**config.mk**
```make
export PLATFORM = sky130hd
export DESIGN_NAME = lp2c_cell
export DESIGN_NICKNAME = d
export VERILOG_FILES = /design/src/sv/lp2c_pkg.sv /design/src/sv/lp2c_cell.sv
export SDC_FILE = /design/constraint.sdc
export NUM_CORES = 1
export LEC_CHECK = 0
export BUFFER_PORTS_ARGS = -buffer_cell sky130_fd_sc_hd__buf_2
export CORE_ASPECT_RATIO = 1.5
export CORE_UTILIZATION = 50
export DETAILED_ROUTE_END_ITERATION = 7
export GPL_TIMING_DRIVEN = 1
export PLACE_DENSITY_LB_ADDON = 0.1
export SLEW_MARGIN = 20
export SYNTH_ARGS = -nofsm -noshare
export SYNTH_HDL_FRONTEND = slang
export SYNTH_SLANG_ARGS = --single-unit
```
**constraint.sdc**
```tcl
create_clock -name clk -period 4.85 [get_ports clk]
set_input_delay 0.97 -clock clk [delete_from_list [all_inputs] [get_ports clk]]
set_output_delay 0.97 -clock clk [all_outputs]
set_load 0.01 [all_outputs]
```
**src/sv/lp2c_pkg.sv**
```systemverilog
// ----------------------------------------------------------------------------
// lp2c_pkg
// Shared types and constants for the polar-to-cartesian rotation pipeline.
// ----------------------------------------------------------------------------
package lp2c_pkg;

    // Field widths of a measurement and of a point
    localparam int ANGLE_W = 16;
    localparam int DIST_W  = 16;
    localparam int COORD_W = 17;

    // Vector datapath: Q24 fixed point, magnitude stays below 2^40
    localparam int FRAC_BITS = 24;
    localparam int XW        = 42;
    // Angle accumulator in 1/(64*65536) degree
    localparam int ZW        = 31;
    // Residual angle in 1/64 degree, range [-2880, 2879]
    localparam int RW        = 14;

    // Angle constants in 1/64 degree
    localparam logic [ANGLE_W-1:0] FULL_TURN    = 16'd23040;
    localparam logic [ANGLE_W-1:0] DOUBLE_TURN  = 16'd46080;
    localparam logic [14:0]        QUARTER_TURN = 15'd5760;
    localparam logic [14:0]        EIGHTH_TURN  = 15'd2880;

    // Output saturation bound
    localparam int OUT_LIMIT = 65535;

    // Gain compensation terms, Q30
    localparam longint GAIN_BASE = 64'd652032874;
    localparam longint GAIN_TAIL = 64'd434688583;
    localparam int     GAIN_W    = 30;

    // atan(2^-i) in accumulator units, rounded to nearest
    localparam int MAX_STAGES = 24;
    localparam logic signed [ZW-1:0] ATAN_TABLE [MAX_STAGES] = '{
        31'sd188743680, 31'sd111421900, 31'sd58872272, 31'sd29884485,
        31'sd15000234,  31'sd7507429,   31'sd3754631,  31'sd1877430,
        31'sd938729,    31'sd469366,    31'sd234683,   31'sd117342,
        31'sd58671,     31'sd29335,     31'sd14668,    31'sd7334,
        31'sd3667,      31'sd1833,      31'sd917,      31'sd458,
        31'sd229,       31'sd115,       31'sd57,       31'sd29
    };

    // Quadrant codes
    typedef enum logic [1:0] {
        QUAD_0   = 2'd0,
        QUAD_90  = 2'd1,
        QUAD_180 = 2'd2,
        QUAD_270 = 2'd3
    } lp2c_quad_t;

    // Data handed from one rotation cell to the next
    typedef struct packed {
        logic signed [XW-1:0] x;
        logic signed [XW-1:0] y;
        logic signed [ZW-1:0] z;
        lp2c_quad_t           quad;
    } lp2c_vec_t;

endpackage

```
**src/sv/lp2c_cell.sv**
```systemverilog
// ----------------------------------------------------------------------------
// lp2c_cell
// One rotation cell: a single micro-rotation by atan(2^-STAGE) with its own
// pipeline register and local flow control.
// ----------------------------------------------------------------------------
module lp2c_cell #(
    parameter int STAGE = 0
) (
    input  logic                 clk,
    input  logic                 rst_n,
    input  logic                 up_valid,
    input  lp2c_pkg::lp2c_vec_t  up_data,
    output logic                 up_ready,
    output logic                 dn_valid,
    output lp2c_pkg::lp2c_vec_t  dn_data,
    input  logic                 dn_ready
);
    import lp2c_pkg::*;

    localparam logic signed [ZW-1:0] ATAN = ATAN_TABLE[STAGE];

    logic                 valid_reg;
    logic                 valid_next;
    lp2c_vec_t            data_reg;
    lp2c_vec_t            data_next;
    logic signed [XW-1:0] xs;
    logic signed [XW-1:0] ys;

    // Take a new request when empty or when the content moves on
    assign up_ready = !valid_reg || dn_ready;

    // Floor shifts of both components
    assign xs = up_data.x >>> STAGE;
    assign ys = up_data.y >>> STAGE;

    // Rotate toward zero residual angle
    always_comb
    begin
        valid_next = valid_reg;
        data_next  = data_reg;
        if (up_ready)
        begin
            valid_next     = up_valid;
            data_next.quad = up_data.quad;
            if (!up_data.z[ZW-1])
            begin
                data_next.x = up_data.x - ys;
                data_next.y = up_data.y + xs;
                data_next.z = up_data.z - ATAN;
            end
            else
            begin
                data_next.x = up_data.x + ys;
                data_next.y = up_data.y - xs;
                data_next.z = up_data.z + ATAN;
            end
        end
    end

    // Hold valid under reset
    always_ff @(posedge clk or negedge rst_n)
    begin
        if (!rst_n)
        begin
            valid_reg <= 1'b0;
        end
        else
        begin
            valid_reg <= valid_next;
        end
    end

    // Payload register
    always_ff @(posedge clk)
    begin
        data_reg <= data_next;
    end

    assign dn_valid = valid_reg;
    assign dn_data  = data_reg;

endmodule

```
==> results of run 1 <==
==> cells in the final DEF, fill, tap and decap left out, drive strengths merged, types with 11 or more instances in the layout <==
cell type,netlist,routed
buf,26,275
a21oi,176,176
inv,131,132
ha,130,130
edfxtp,116,116
nor2,112,112
o21ai,87,87
nand2,78,78
xnor2,69,69
a21o,37,37
o21bai,33,33
nor3,25,25
nand4,20,20
clkbuf,29,18
mux2i,17,17
xor2,16,16
nand2b,16,16
a31oi,13,13
nand3,12,12
a211oi,11,11
clkinv,4,11
==> cell type report <==
cell class	instances	area (um^2)	share of cell area (%)
clock inverters	14	113	0.847
multi-input cells	994	6920	52.1
flip-flops and latches	117	3510	26.4
clock buffers	18	429	3.23
inverters	135	509	3.83
repair buffers	275	1470	11.1
well taps	272	340	2.56
==> power breakdown <==
group          switching, W  internal (W)  leakage [nW]
Clock              0.000491      0.000696         0.253
Sequential        0.0000413       0.00134          1.18
Combinational      0.000911      0.000558          4.69
==> critical path: cells and delay by family <==
family	cells	cell delay, ps
AOI/OAI and AO/OA	5	1550
xor gates and xnor gates	1	210
adders and majority gates	1	530
buffers and inverters	2	160
and+or+nand+nor	3	1080
==> cell families after synthesis <==
logic type	synth area share, %
AO/OA/AOI/OAI	25.0
multiplexers	1.52
flip-flops	31.3
buffers and inverters	7.07
adder cells (fa/ha/maj)	15.2
AND/OR/NAND/NOR	13.3
XOR/XNOR	6.64
==> through the flow <==
stage / util [%] / area [um^2]
finish: 60.7 / 13300
global route: 60.7 / 13300
CTS: 60.7 / 13300
detailed placement: 58.3 / 12700
global placement: 58.3 / 12700
floorplan: - / 11200
==> worst max path at each step <==
stage | end | depth (start not counted) | slack, ps
5_1_grt | dn_data[113] | 12 | 220
3_3_place_gp | dn_data[113] | 12 | 180
6_report | dn_data[113] | 12 | 510
2_1_floorplan | up_ready | 1 | 20
3_5_place_dp | dn_data[113] | 12 | 240
4_1_cts | dn_data[113] | 12 | 680
==> sequential cells by signal, indices dropped and copies added (netlist names) <==
register	flops
dn_data	116
dn_valid	1
==> per-layer routing <==
metal / track usage, % / part of all wire (%) / wire [um]
met3: 4.94 / 4.7 / 1740
met2: 59.3 / 53 / 19400
met5: 0 / 0 / 0
met4: 20.3 / 5.8 / 2120
met1: 32.3 / 37 / 13600
==> run summary, run 1 <==
status: finished clean
post-synth design cell area: 11200 um^2
worst setup margin: 515 ps
Die Area: 23000 um^2
routed vias/inst: 5.89
crit start category: input port
grt total ovfl: 0
Synth Register Bits: 117
Worst-path clk slew: 50 ps
Port Buffer Count: 239
largest stage delay on the critical path: 570 ps
clock latency on the worst-skew pair: 440 ps
worst rel slew slack: 36.0%
post-place setup slack: 239 ps
RR Endpoint: dn_data[77]
Hold Path Class: input port to async pin
number of flops mapped to enable cells by yosys: 116
fmax: 231 MHz
vias: 10800
Die Span X: 124 um
Area growth syn-to-layout: 18.5%
Initial Util: 51.2%
CTS tree: yes
Root Buffer: clkbuf_16
total power: 0.00403 W
asr flop ratio synth: 0.855%
DP HPWL: 29.3 mm
crit path from: up_data[52]
leading area contributor after synthesis: edfxtp_1
Syn Inst Count: 1302
leakage power: 6.12 nW
postcts setup bufs: 0
WP data required: 5020 ps
distinct cell type count after synthesis: 85
DRC Markers: 0
chip height: 185 um
RR Startpoint: dn_valid
vias in the first global route: 10600
Slew @ Worst Pin: 960 ps
power density cells: 304 nW/um^2
DRT antenna net count: 0
row count: 66
Max stage delay cell, worst path: nor4_1
H-tree depth: 4
Cells after DPL: 1793
most common cell in the synthesized netlist: a21oi_1
Critical Path AT: 4500 ps
CP Class: input port to flip-flop
VDD IR max: 238 uV
final slew viol count: 0
Min Hold Slack: 302 ps
gr usage total: 31.5%
Nets: 1795
drt pass-1 iters: 6
Finish-stage setup viols: 0
Cell Chain, Critical Path: buf_2 > inv_1 > ha_1 > nor4_1 > nand4_1 > a2111oi_0 > nor3_2 > o21ai_1 > a311o_1 > a21o_1 > a31oi_1 > xnor2_1
ant diodes: 0
1st-iter DRT viols: 688
post-route clock period utilization: 89.4%
clk_skew: 9.94 ps
wire per inst: 20.2 um
top_reg_cell synth: edfxtp_1
first-pass GRT wire length: 56.1 mm
top post-synthesis cells by area: edfxtp_1, ha_1, a21oi_1, xnor2_1, inv_1
final WL: 36.8 mm
Sum Neg Setup Slack: 0 ps
CP max FO: 15
max-cap violations: 0
Core ar.: 21900 um^2
Synth top area share: 31.1%
register area share after synthesis: 31.3%
filler cell count: 1985
Synth Area per Inst: 8.61 um^2
Synth warnings: 0
largest net degree at the start of global routing: 79
Non-Filler Instances: 1825
CTS max path bufs: 2
RSZ-0062 raised after global routing: false
Reg2Reg Depth: 2
initial antenna violation count: 0
layout cells sized above 1: 21.6%
R2R setup slack: 2710 ps
Final Hold Viols: 0
Sink Count: 117
I/O Pins: 240
CTS Hold Buffers Added: 0
min Tclk post-route: 4340 ps
synth cell count leaders: a21oi_1, ha_1, inv_1
net count after synthesis: 1557
total CTS buffers: 17
GPL Wtd Cong: 1.00
post-CTS sizing: 0
CP Capture Type: flip-flop
Note: power is estimated with default switching activity, not from simulation.
==> run 2, diff against run 1 <==
- CTS_BUF_LIST: unset -> sky130_fd_sc_hd__clkbuf_16
==> run summary, run 2 (same netlist as run 1, synthesis figures left out) <==
vias in the first global route: 10600
leakage power: 6.12 nW
Core ar.: 21900 um^2
clk_skew: 9.94 ps
total CTS buffers: 17
min Tclk post-route: 4330 ps
power density cells: 303 nW/um^2
drt pass-1 iters: 6
vias: 10800
fmax: 231 MHz
largest net degree at the start of global routing: 79
Nets: 1795
CP Class: input port to flip-flop
Worst-path clk slew: 50 ps
Area growth syn-to-layout: 18.5%
Slew @ Worst Pin: 960 ps
Die Area: 23000 um^2
Root Buffer: clkbuf_16
Reg area: 3510 um^2
1st-iter DRT viols: 694
NetSw: 0.00144 W
GPL Wtd Cong: 1.00
CTS tree: yes
crit start category: input port
H-tree depth: 4
clock power share: 29.4%
commonest non-fill, non-tap cell in the layout: buf_2
Hold Path Class: input port to async pin
post-place setup slack: 239 ps
row count: 66
VDD IR max: 238 uV
Sw Share: 35.8%
Final Hold Viols: 0
max-cap violations: 0
DP HPWL: 29.3 mm
DRT antenna net count: 0
initial antenna violation count: 0
wire per inst: 20.2 um
power share of the sequential group: 34.2%
post-route clock period utilization: 89.3%
CP max FO: 15
final WL: 36.8 mm
ant diodes: 0
R2R setup slack: 2700 ps
Sink Count: 117
layout cells sized above 1: 21.6%
clock latency on the worst-skew pair: 440 ps
worst rel slew slack: 36.0%
Layout Utilization: 60.7%
status: finished clean
CTS Hold Buffers Added: 0
area of the multi-input gates: 6920 um^2
CP Capture Type: flip-flop
filler cell count: 1985
postcts setup bufs: 0
WP data required: 5020 ps
Largest register FFs: 116
RSZ-0062 raised after global routing: false
most frequent cells in the layout: buf_2, a21oi_1, ha_1
grt total ovfl: 0
Pint: 0.00259 W
Comb pwr share: 36.4%
I/O Pins: 240
Finish-stage setup viols: 0
Port Buffer Count: 239
final slew viol count: 0
first-pass GRT wire length: 56.1 mm
gr usage total: 31.5%
CTS max path bufs: 2
Critical Path AT: 4500 ps
Sum Neg Setup Slack: 0 ps
DRC Markers: 0
post-CTS sizing: 0
Die Span X: 124 um
worst setup margin: 518 ps
routed vias/inst: 5.91
chip height: 185 um
Initial Util: 51.2%
[run 2: cell type report]
| type | count | area share, % |
|---|---|---|
| clock buffers | 17 | 3.20 |
| clock inverters | 15 | 0.876 |
| multi-input cells | 994 | 52.1 |
| well taps | 272 | 2.56 |
| repair buffers | 275 | 11.1 |
| inverters | 135 | 3.83 |
| flip-flops and latches | 117 | 26.4 |
[run 2: power by group through the flow]
stage / Combinational, W / Clock [W] / Sequential [W]
2_1_floorplan: 0.000812 / 0 / 0.00150
3_3_place_gp: 0.00144 / 0 / 0.00140
3_5_place_dp: 0.00145 / 0 / 0.00140
4_1_cts: 0.00146 / 0.00121 / 0.00138
5_1_grt: 0.00159 / 0.00125 / 0.00139
6_report: 0.00147 / 0.00118 / 0.00138
[run 2: worst paths after layout]
| kind | cells after the start | end | startpoint |
|---|---|---|---|
| max | 12 | dn_data[113] | up_data[52] |
| min | 1 | dn_valid | rst_n |
| max reg2reg | 2 | dn_data[77] | dn_valid |
| min reg2reg | 2 | dn_valid | dn_valid |
| max in group asynchronous | 1 | dn_valid | rst_n |
| min in group clk | 1 | dn_data[4] | up_data[4] |
[run 2: stage by stage]
stage,cell area (um^2),cells,total power (W),hold WS (ps)
4_1_cts,13300,1825,0.00404,289
3_3_place_gp,12700,1793,0.00284,745
6_report,13300,1825,0.00403,302
2_1_floorplan,11200,1302,0.00231,674
3_5_place_dp,12700,1793,0.00285,747
5_1_grt,13300,1825,0.00422,290
[run 2: worst max-delay path, stage by stage]
cell and delay [ps]:
buf_2 110, inv_1 50, ha_1 530, nor4_1 570, nand4_1 300, a2111oi_0 540, nor3_2 210, o21ai_1 370
a311o_1 320, a21o_1 160, a31oi_1 150, xnor2_1 210
[run 2: layer usage]
metal,share of wire [%],up-vias,track usage [%]
li1,-,5164,-
met1,37,5050,32.3
met2,53,444,59.3
met3,4.8,128,4.94
met4,5.7,0,20.3
met5,0,-,0
