**config.mk**
```make
export PLATFORM = sky130hd
export DESIGN_NAME = lp2c_prep_flat
export DESIGN_NICKNAME = d
export VERILOG_FILES = /design/src/sv/lp2c_pkg.sv /design/src/sv/lp2c_in_if.sv /design/src/sv/lp2c_prep.sv /design/src/flat_wrapper.sv
export SDC_FILE = /design/constraint.sdc
export NUM_CORES = 1
export LEC_CHECK = 0
export BUFFER_PORTS_ARGS = -buffer_cell sky130_fd_sc_hd__buf_4
export CAP_MARGIN = 20
export CORE_ASPECT_RATIO = 1.4
export CORE_MARGIN = 10
export CORE_UTILIZATION = 37
export CTS_BUF_LIST = sky130_fd_sc_hd__clkbuf_4 sky130_fd_sc_hd__clkbuf_8
export CTS_CLUSTER_DIAMETER = 60
export CTS_CLUSTER_SIZE = 16
export DETAILED_ROUTE_END_ITERATION = 16
export SLEW_MARGIN = 20
export SYNTH_ARGS = -nofsm -noshare
export SYNTH_HDL_FRONTEND = slang
export SYNTH_SLANG_ARGS = --single-unit
```
**constraint.sdc**
```tcl
create_clock -name clk -period 3.4 [get_ports clk]
set_input_delay 0.51 -clock clk [delete_from_list [all_inputs] [get_ports clk]]
set_output_delay 0.51 -clock clk [all_outputs]
set_load 0.005 [all_outputs]
```
**src/sv/lp2c_pkg.sv**
```systemverilog
// ----------------------------------------------------------------------------
// lp2c_pkg
// Shared types and constants for the polar-to-cartesian rotation pipeline.
// ----------------------------------------------------------------------------
package lp2c_pkg;

    // Field widths of a measurement and of a point
    localparam int ANGLE_W = 16;
    localparam int DIST_W  = 16;
    localparam int COORD_W = 17;

    // Vector datapath: Q24 fixed point, magnitude stays below 2^40
    localparam int FRAC_BITS = 24;
    localparam int XW        = 42;
    // Angle accumulator in 1/(64*65536) degree
    localparam int ZW        = 31;
    // Residual angle in 1/64 degree, range [-2880, 2879]
    localparam int RW        = 14;

    // Angle constants in 1/64 degree
    localparam logic [ANGLE_W-1:0] FULL_TURN    = 16'd23040;
    localparam logic [ANGLE_W-1:0] DOUBLE_TURN  = 16'd46080;
    localparam logic [14:0]        QUARTER_TURN = 15'd5760;
    localparam logic [14:0]        EIGHTH_TURN  = 15'd2880;

    // Output saturation bound
    localparam int OUT_LIMIT = 65535;

    // Gain compensation terms, Q30
    localparam longint GAIN_BASE = 64'd652032874;
    localparam longint GAIN_TAIL = 64'd434688583;
    localparam int     GAIN_W    = 30;

    // atan(2^-i) in accumulator units, rounded to nearest
    localparam int MAX_STAGES = 24;
    localparam logic signed [ZW-1:0] ATAN_TABLE [MAX_STAGES] = '{
        31'sd188743680, 31'sd111421900, 31'sd58872272, 31'sd29884485,
        31'sd15000234,  31'sd7507429,   31'sd3754631,  31'sd1877430,
        31'sd938729,    31'sd469366,    31'sd234683,   31'sd117342,
        31'sd58671,     31'sd29335,     31'sd14668,    31'sd7334,
        31'sd3667,      31'sd1833,      31'sd917,      31'sd458,
        31'sd229,       31'sd115,       31'sd57,       31'sd29
    };

    // Quadrant codes
    typedef enum logic [1:0] {
        QUAD_0   = 2'd0,
        QUAD_90  = 2'd1,
        QUAD_180 = 2'd2,
        QUAD_270 = 2'd3
    } lp2c_quad_t;

    // Data handed from one rotation cell to the next
    typedef struct packed {
        logic signed [XW-1:0] x;
        logic signed [XW-1:0] y;
        logic signed [ZW-1:0] z;
        lp2c_quad_t           quad;
    } lp2c_vec_t;

endpackage

```
**src/sv/lp2c_in_if.sv**
```systemverilog
// ----------------------------------------------------------------------------
// lp2c_in_if
// Measurement channel: raw angle word and distance, valid/ready handshake.
// ----------------------------------------------------------------------------
interface lp2c_in_if;

    logic                         valid;
    logic                         ready;
    logic [lp2c_pkg::ANGLE_W-1:0] raw_angle;
    logic [lp2c_pkg::DIST_W-1:0]  distance_quarter_mm;

    modport source (
        output valid,
        output raw_angle,
        output distance_quarter_mm,
        input  ready
    );

    modport sink (
        input  valid,
        input  raw_angle,
        input  distance_quarter_mm,
        output ready
    );

endinterface

```
**src/sv/lp2c_prep.sv**
```systemverilog
// ----------------------------------------------------------------------------
// lp2c_prep
// Entry stage: wrap the angle, split it into quadrant and residual, and
// scale the distance by the gain compensation to form the start vector.
// ----------------------------------------------------------------------------
module lp2c_prep #(
    parameter int ANGLE_SHIFT     = 1,
    parameter int ROTATION_STAGES = 16
) (
    input  logic                 clk,
    input  logic                 rst_n,
    lp2c_in_if.sink              meas,
    output logic                 dn_valid,
    output lp2c_pkg::lp2c_vec_t  dn_data,
    input  logic                 dn_ready
);
    import lp2c_pkg::*;

    localparam logic [GAIN_W-1:0] GAIN =
        GAIN_W'(GAIN_BASE + (GAIN_TAIL >> (2 * ROTATION_STAGES)));
    localparam int PROD_W = DIST_W + GAIN_W;

    logic                valid_reg;
    logic                valid_next;
    lp2c_vec_t           data_reg;
    lp2c_vec_t           data_next;

    logic [ANGLE_W-1:0]  ang_shift;
    logic [14:0]         ang;
    logic [14:0]         offset;
    lp2c_quad_t          quad;
    logic signed [RW-1:0] resid;
    logic [PROD_W-1:0]   prod;

    // Accept when this stage is empty or its content moves on
    assign meas.ready = !valid_reg || dn_ready;

    // Drop the check bit and wrap to one turn
    always_comb
    begin
        ang_shift = meas.raw_angle >> ANGLE_SHIFT;
        if (ang_shift >= DOUBLE_TURN)
        begin
            ang = 15'(ang_shift - DOUBLE_TURN);
        end
        else if (ang_shift >= FULL_TURN)
        begin
            ang = 15'(ang_shift - FULL_TURN);
        end
        else
        begin
            ang = 15'(ang_shift);
        end
    end

    // Pick the nearest quadrant; residual lands in [-45, 45) degrees
    always_comb
    begin
        if (ang < EIGHTH_TURN)
        begin
            quad   = QUAD_0;
            offset = 15'd0;
        end
        else if (ang < 15'(EIGHTH_TURN + QUARTER_TURN))
        begin
            quad   = QUAD_90;
            offset = QUARTER_TURN;
        end
        else if (ang < 15'(EIGHTH_TURN + 2 * QUARTER_TURN))
        begin
            quad   = QUAD_180;
            offset = 15'(2 * QUARTER_TURN);
        end
        else if (ang < 15'(EIGHTH_TURN + 3 * QUARTER_TURN))
        begin
            quad   = QUAD_270;
            offset = 15'(3 * QUARTER_TURN);
        end
        else
        begin
            quad   = QUAD_0;
            offset = 15'(FULL_TURN);
        end
        resid = RW'($signed({1'b0, ang}) - $signed({1'b0, offset}));
    end

    // Scale distance by the gain, keep Q24
    assign prod = PROD_W'(meas.distance_quarter_mm) * PROD_W'(GAIN);

    // Next stage content; a zero distance yields no point
    always_comb
    begin
        valid_next = valid_reg;
        data_next  = data_reg;
        if (meas.ready)
        begin
            valid_next     = meas.valid && (meas.distance_quarter_mm != '0);
            data_next.x    = XW'(prod >> (30 - FRAC_BITS));
            data_next.y    = '0;
            data_next.z    = {{(ZW - RW - 16){resid[RW-1]}}, resid, 16'd0};
            data_next.quad = quad;
        end
    end

    // Hold valid under reset
    always_ff @(posedge clk or negedge rst_n)
    begin
        if (!rst_n)
        begin
            valid_reg <= 1'b0;
        end
        else
        begin
            valid_reg <= valid_next;
        end
    end

    // Payload register
    always_ff @(posedge clk)
    begin
        data_reg <= data_next;
    end

    assign dn_valid = valid_reg;
    assign dn_data  = data_reg;

endmodule

```
**src/flat_wrapper.sv**
```systemverilog
// flat-port wrapper written by rule: the top's interface ports become plain ports
module lp2c_prep_flat import lp2c_pkg::*;
#(
    parameter int ANGLE_SHIFT     = 1,
    parameter int ROTATION_STAGES = 16
)
  (clk, rst_n, dn_valid, dn_data, dn_ready, meas_valid, meas_raw_angle, meas_distance_quarter_mm, meas_ready);
  lp2c_in_if meas_i ();
  input  logic clk;
  input  logic rst_n;
  output logic dn_valid;
  output lp2c_pkg::lp2c_vec_t dn_data;
  input  logic dn_ready;
  input wire logic [$bits(meas_i.valid)-1:0] meas_valid;
  input wire logic [$bits(meas_i.raw_angle)-1:0] meas_raw_angle;
  input wire logic [$bits(meas_i.distance_quarter_mm)-1:0] meas_distance_quarter_mm;
  output wire logic [$bits(meas_i.ready)-1:0] meas_ready;
  assign meas_i.valid = meas_valid;
  assign meas_i.raw_angle = meas_raw_angle;
  assign meas_i.distance_quarter_mm = meas_distance_quarter_mm;
  assign meas_ready = meas_i.ready;
  lp2c_prep #(.ANGLE_SHIFT(ANGLE_SHIFT), .ROTATION_STAGES(ROTATION_STAGES)) u_core (.clk(clk), .rst_n(rst_n), .meas(meas_i), .dn_valid(dn_valid), .dn_data(dn_data), .dn_ready(dn_ready));
endmodule
```
==> results of run 1 <==
==> path summary, 6_finish.rpt <==
path,to
max,u_core.dn_data[112]
min reg2reg,u_core.dn_data[114]
max reg2reg,u_core.dn_data[19]
min in group asynchronous,u_core.dn_valid
min,u_core.dn_data[18]
max in group asynchronous,u_core.dn_valid
==> cells by family after synthesis <==
family          after synthesis  synth area share (%)
compound gates              170                 10.23
xor+xnor                     55                 4.291
fa+ha+maj                   346                 49.87
buf+inv                     356                 13.95
flops                        57                 15.20
other cells                   1               0.03341
simple gates                135                 6.420
==> flip-flops by register name (all words and copies together) (netlist names) <==
signal,count
u_core.dn_valid,1
u_core.dn_data,56
==> through the flow <==
step	TNS, ns	cell area, um2
after floorplan	-57.45	12100
after CTS	-62.15	15980
after detailed placement	-84.48	14950
after global placement	-82.24	14950
after global routing	-70.07	16390
final	-63.72	16390
==> critical path: stages <==
cell and delay [ns]:
buf_12 0.11, buf_6 0.12, ha_4 0.24, fa_1 0.53, inv_1 0.06, fa_1 0.47
fa_1 0.53, inv_2 0.04, fa_1 0.52, inv_1 0.05, fa_1 0.49, inv_2 0.05
ha_4 0.29, o211ai_1 0.13, o211ai_1 0.31, o2111ai_4 0.24, o211ai_1 0.35, a211oi_2 0.15
buf_4 0.16, o21bai_1 0.17, xor2_1 0.09
==> cell usage in the layout, fill, tap and decap left out, types with 5 or more instances in the layout <==
cell type  synthesis  final
buf_6              0     29
a21oi_2            1     22
nand2_1           32     25
o21ai_0           28      9
or2_2              6      6
o211ai_1           7      7
xnor2_2            0      6
fa_2               0     25
buf_4             61    387
ha_4               0     45
a21o_1            24     24
nand2b_1          14     10
clkbuf_8           0      9
a21oi_1           47     17
a21oi_4            0      9
nor2_1            21     16
o21ai_2            1     12
ha_1             177    128
xnor2_1           31     25
xor2_2             0      6
inv_2              0     36
conb_1             1     60
edfxtp_1          56     56
xor2_1            24     18
fa_1             169    144
o21ai_1            5     11
nand3_1           13     12
nand2_2            0      5
nand4_1            7      7
nor3_1             9      6
inv_1            290    251
==> routing by layer <==
| layer | GRT usage (%) | up-vias | routed length (um) |
|---|---|---|---|
| met3 | 2.888 | 55 | 1227 |
| li1 | - | 4343 | - |
| met5 | 0 | - | 0 |
| met1 | 20.10 | 4499 | 13560 |
| met4 | 7.625 | 0 | 1211 |
| met2 | 34.54 | 227 | 19130 |
==> area by class of cell <==
type,count,area share (%)
clock inverters,6,0.3589
inverters,291,6.803
flip-flops and latches,57,10.41
clock buffers,10,0.8017
diodes,1,0.01527
well taps,385,2.940
multi-input cells,766,58.30
repair buffers,422,20.36
==> timing repair <==
item | 4_1_cts | 5_1_grt
cloned | 0 | 0
hold buffers | 1 | 0
pin swaps | 116 | 72
hold endpoints to repair | 1 | 0
endpoints found under the setup margin | 41 | 44
setup buffers | 35 | 17
gates resized for setup | 127 | 71
==> metrics.cfg, run 1 <==
[routing]
drc=0
firstDrtPassIters=4
vias=9124
drtAntennaViolNets=0
vias_per_cell=4.708
wl_per_cell_um=18.13
dr.first_iter.drc_count=262
drt_wl_total_um=35130

[die]
core_um2=29940
dieWidth_um=167.2
num_rows=75
dieArea_um2=37810
pin_count=155
start_util_pct=37.50
die_h_um=226.1

[place]
gp_congestion=0.9808
place_inst=1875
port_buffers=93
dp_slack_ns=-2.656
place_hpwl_um=30120

[yosys]
synthTopCellsByCount=inv_1, ha_1, fa_1, buf_4, edfxtp_1
synth_seq_cells=57
synth_area_leaders=fa_1, ha_1, edfxtp_1
synth-async-reset-ratio_pct=1.754
synth_top_area_share_pct=30.14
ys_types=64
syn_inst=1120
ys_warn_count=0
synth.most_common_cell=inv_1
syn_area_um2=11230
synth_edf_count=56
yosysSeqAreaShare_pct=15.20
avgSynthCellArea_um2=10.02
dominantRegCellSynth=edfxtp_1
synth_top_area_cell=fa_1

[worst_hold_path]
holdPathStages=1
worstHoldPathType=primary input to register
min_from=meas_raw_angle[1]

[clocking]
cts_buffers=9
clk_pin_slew_ns=0.08
cts_tree=built
root_buffer=clkbuf_8
worstSkewPairLatency_ns=0.40
cts.htree.levels=3
clockBufferDepth=2
clock-sinks=57

[setup_path]
crit_path_end_kind=register
cp_data_arrival_time_ns=5.63
cp.required_ns=3.55
path_max_fanout=4
reg2reg_from=u_core.dn_valid
ff2ff_path_depth=2
startpoint_type=primary input
ff2ff_setup_slack_ns=1.72
startpoint=meas_distance_quarter_mm[3]
critPathKind=primary input to register

[grt]
grt_antenna_before_repair=1
grt_max_degree=38
first_global_vias=10190
grt_usage_pct=18.42
grt_pass1_wl_um=54920
grt_remaining_overflow=0

[layout]
postLayoutCoreUtil_pct=54.74
drive_above_1_share_pct=43.62
layout.nets=1929
multi_input_area_um2=9554
area_delta_synth_final_pct=45.98
fin_cells=1938
fill_cells=2690
register_area_um2=1707

[sta]
timing.final.ws_setup_ns=-2.079
tightestPinTransition_ns=0.5446
finClkSkew_ns=0.02461
hold_slack_ns=0.3107
hold_viol_final=0
setup_violations=41
max_slew_margin_pct=63.69
fin_crit_sh_pct=161.1
rsz0062_at_grt=true
final.min_clock_period_ns=5.479
max_freq_ghz=0.1825
drv_slew=0

[run_status]
status=finished, violations left
violations=setup timing

[job]
maxCapViolCount=0

Power of run 1 is left out: the tool's default activity adds up to more than one toggle a clock period on the data nets, which glitch-free logic cannot reach.
==> run 2, diff against run 1 <==
Settings changed: GPL_ROUTABILITY_DRIVEN set to 0, REMOVE_ABC_BUFFERS set to 1, SKIP_LAST_GASP set to 1.
==> run 2 against run 1 <==
- the flow still finishes with violations (setup timing)
- design area grew 1.3%
- via count grew 1.9%
- fmax shrank 2.1%
- routed wire length shrank 2.1%
- die area is the same
- clock skew shrank 0.0025 ns
- worst hold slack gained 0.0034 ns
- critical endpoint is now u_core.dn_data[104]
- utilization grew 0.73 points
==> metrics.cfg, run 2 (synthesis gave the netlist of run 1 again) <==
[place]
port_buffers=93  ; unchanged
dp_slack_ns=-3.198  ; -0.5417 ns
place_hpwl_um=28750  ; -4.6%

[grt]
grt_remaining_overflow=0  ; unchanged
first_global_vias=10220  ; +0.28%
grt_pass1_wl_um=52440  ; -4.5%
grt_max_degree=27  ; -29%
grt_antenna_before_repair=0  ; -1
grt_usage_pct=17.47  ; -0.95 points

[setup_path]
startpoint_type=primary input
cp_data_arrival_time_ns=5.79  ; +0.16 ns
ff2ff_setup_slack_ns=1.77  ; +0.05 ns
cp.required_ns=3.60  ; +0.05 ns
crit_path_end_kind=register
critPathKind=primary input to register
path_max_fanout=4  ; unchanged

[layout]
area_delta_synth_final_pct=47.92
final_common_cell=buf_4
largest_reg_flops=56  ; unchanged
layout.nets=1952  ; +1.2%
fill_cells=2537  ; -5.7%
insertedDiodeCount=0  ; -1
mostFrequentLayoutCells=buf_4, inv_1, fa_1
drive_above_1_share_pct=42.69  ; -0.93 points
postLayoutCoreUtil_pct=55.47  ; +0.73 points

[routing]
drtAntennaViolNets=0  ; unchanged
vias_per_cell=4.747  ; +0.84%
dr.first_iter.drc_count=355  ; +35%
vias=9300  ; +1.9%
wl_per_cell_um=17.55  ; -3.2%
drt_wl_total_um=34390  ; -2.1%
firstDrtPassIters=5  ; +1
drc=0  ; unchanged

[worst_hold_path]
worstHoldPathType=primary input to register

[sta]
hold_viol_final=0  ; unchanged
fin_crit_sh_pct=164.6  ; +3.4 points
hold_slack_ns=0.3141  ; +0.003429 ns
max_slew_margin_pct=60.64  ; -3.1 points
tns_ns=-66.16  ; -2.435 ns
finClkSkew_ns=0.02213  ; -0.002479 ns
timing.final.ws_setup_ns=-2.195  ; -0.1161 ns
setup_violations=41  ; unchanged
tightestPinTransition_ns=0.5904  ; +0.04577 ns
max_freq_ghz=0.1787  ; -2.1%
rsz0062_at_grt=true
drv_slew=0  ; unchanged
final.min_clock_period_ns=5.595  ; +0.1161 ns

[clocking]
clock-sinks=57  ; unchanged
root_buffer=clkbuf_8
cts_tree=built
cts.htree.levels=3  ; unchanged
cts_buffers=9  ; unchanged
clk_pin_slew_ns=0.07  ; about the same
worstSkewPairLatency_ns=0.39  ; about the same
clockBufferDepth=2  ; unchanged

[die]
pin_count=155  ; unchanged
num_rows=75  ; unchanged
start_util_pct=37.50  ; unchanged
die_h_um=226.1  ; unchanged
dieArea_um2=37810  ; unchanged
core_um2=29940  ; unchanged
dieWidth_um=167.2  ; unchanged

[run_status]
violations=setup timing
status=finished, violations left

[job]
maxCapViolCount=0  ; unchanged

## run 2: cell count changes in the layout (fill, tap and decap cells not counted), sizes merged
| cell | change |
|---|---|
| clkinvlp | -2 |
| clkbuf | -1 |
| clkinv | +2 |
| buf | +23 |
| diode | -1 |
## run 2: what timing repair did
action | 4_1_cts | 5_1_grt
hold buffers | 1 | 0
pin swaps | 139 | 113
gates resized for setup | 200 | 124
gates cloned | 0 | 0
buffers inserted | 44 | 24
hold endpoints to repair | 1 | 0
setup endpoints to repair | 43 | 42
## run 2: final timing paths
| path | from | end | cells past startpoint |
|---|---|---|---|
| setup / recovery | meas_distance_quarter_mm[1] | u_core.dn_data[104] | 23 |
| hold / removal | meas_raw_angle[2] | u_core.dn_data[19] | 1 |
| hold reg to reg | u_core.dn_valid | u_core.dn_valid | 2 |
| max in group asynchronous | rst_n | u_core.dn_valid | 2 |
| setup reg to reg | u_core.dn_valid | u_core.dn_data[22] | 2 |
| min in group asynchronous | rst_n | u_core.dn_valid | 2 |
## run 2: through the flow
stage          area, um2  instances
3_3_place_gp       14430       1893
5_1_grt            16600       1959
6_report           16600       1959
4_1_cts            15880       1944
3_5_place_dp       14430       1893
2_1_floorplan      10970       1114
## run 2: worst max-delay path: stages
cell and delay (ns):
buf_8 0.11, fa_1 0.53, fa_1 0.54, inv_2 0.04, fa_1 0.47, inv_1 0.05, fa_1 0.49, inv_2 0.04
fa_1 0.45, fa_1 0.51, inv_2 0.05, ha_4 0.29, o211ai_1 0.11, o211ai_1 0.23, buf_4 0.17, o2111ai_4 0.16
buf_6 0.18, o21ai_4 0.14, buf_6 0.13, a21oi_4 0.05, o21bai_2 0.18, a21oi_1 0.11, o311ai_1 0.26
## run 2: layout make-up
class                           count  area (um2)  share of cell area (%)
Tap cell                          385       481.7                   2.901
Clock inverter                      6       60.06                  0.3617
Timing Repair Buffer              445        3588                   21.61
Clock buffer                        9       123.9                  0.7460
Multi-Input combinational cell    766        9530                   57.40
Sequential cell                    57        1707                   10.28
Inverter                          291        1114                   6.706
## run 2: per-layer routing
metal  global-route usage (%)  vias up  share of wire (%)
met1                    18.22     4538                 37
met5                        0        -                  0
met3                    2.523       83                3.6
met4                    9.116        0                5.2
met2                    33.08      280                 54
li1                         -     4399                  -
Power of run 2 is left out for the same reason.
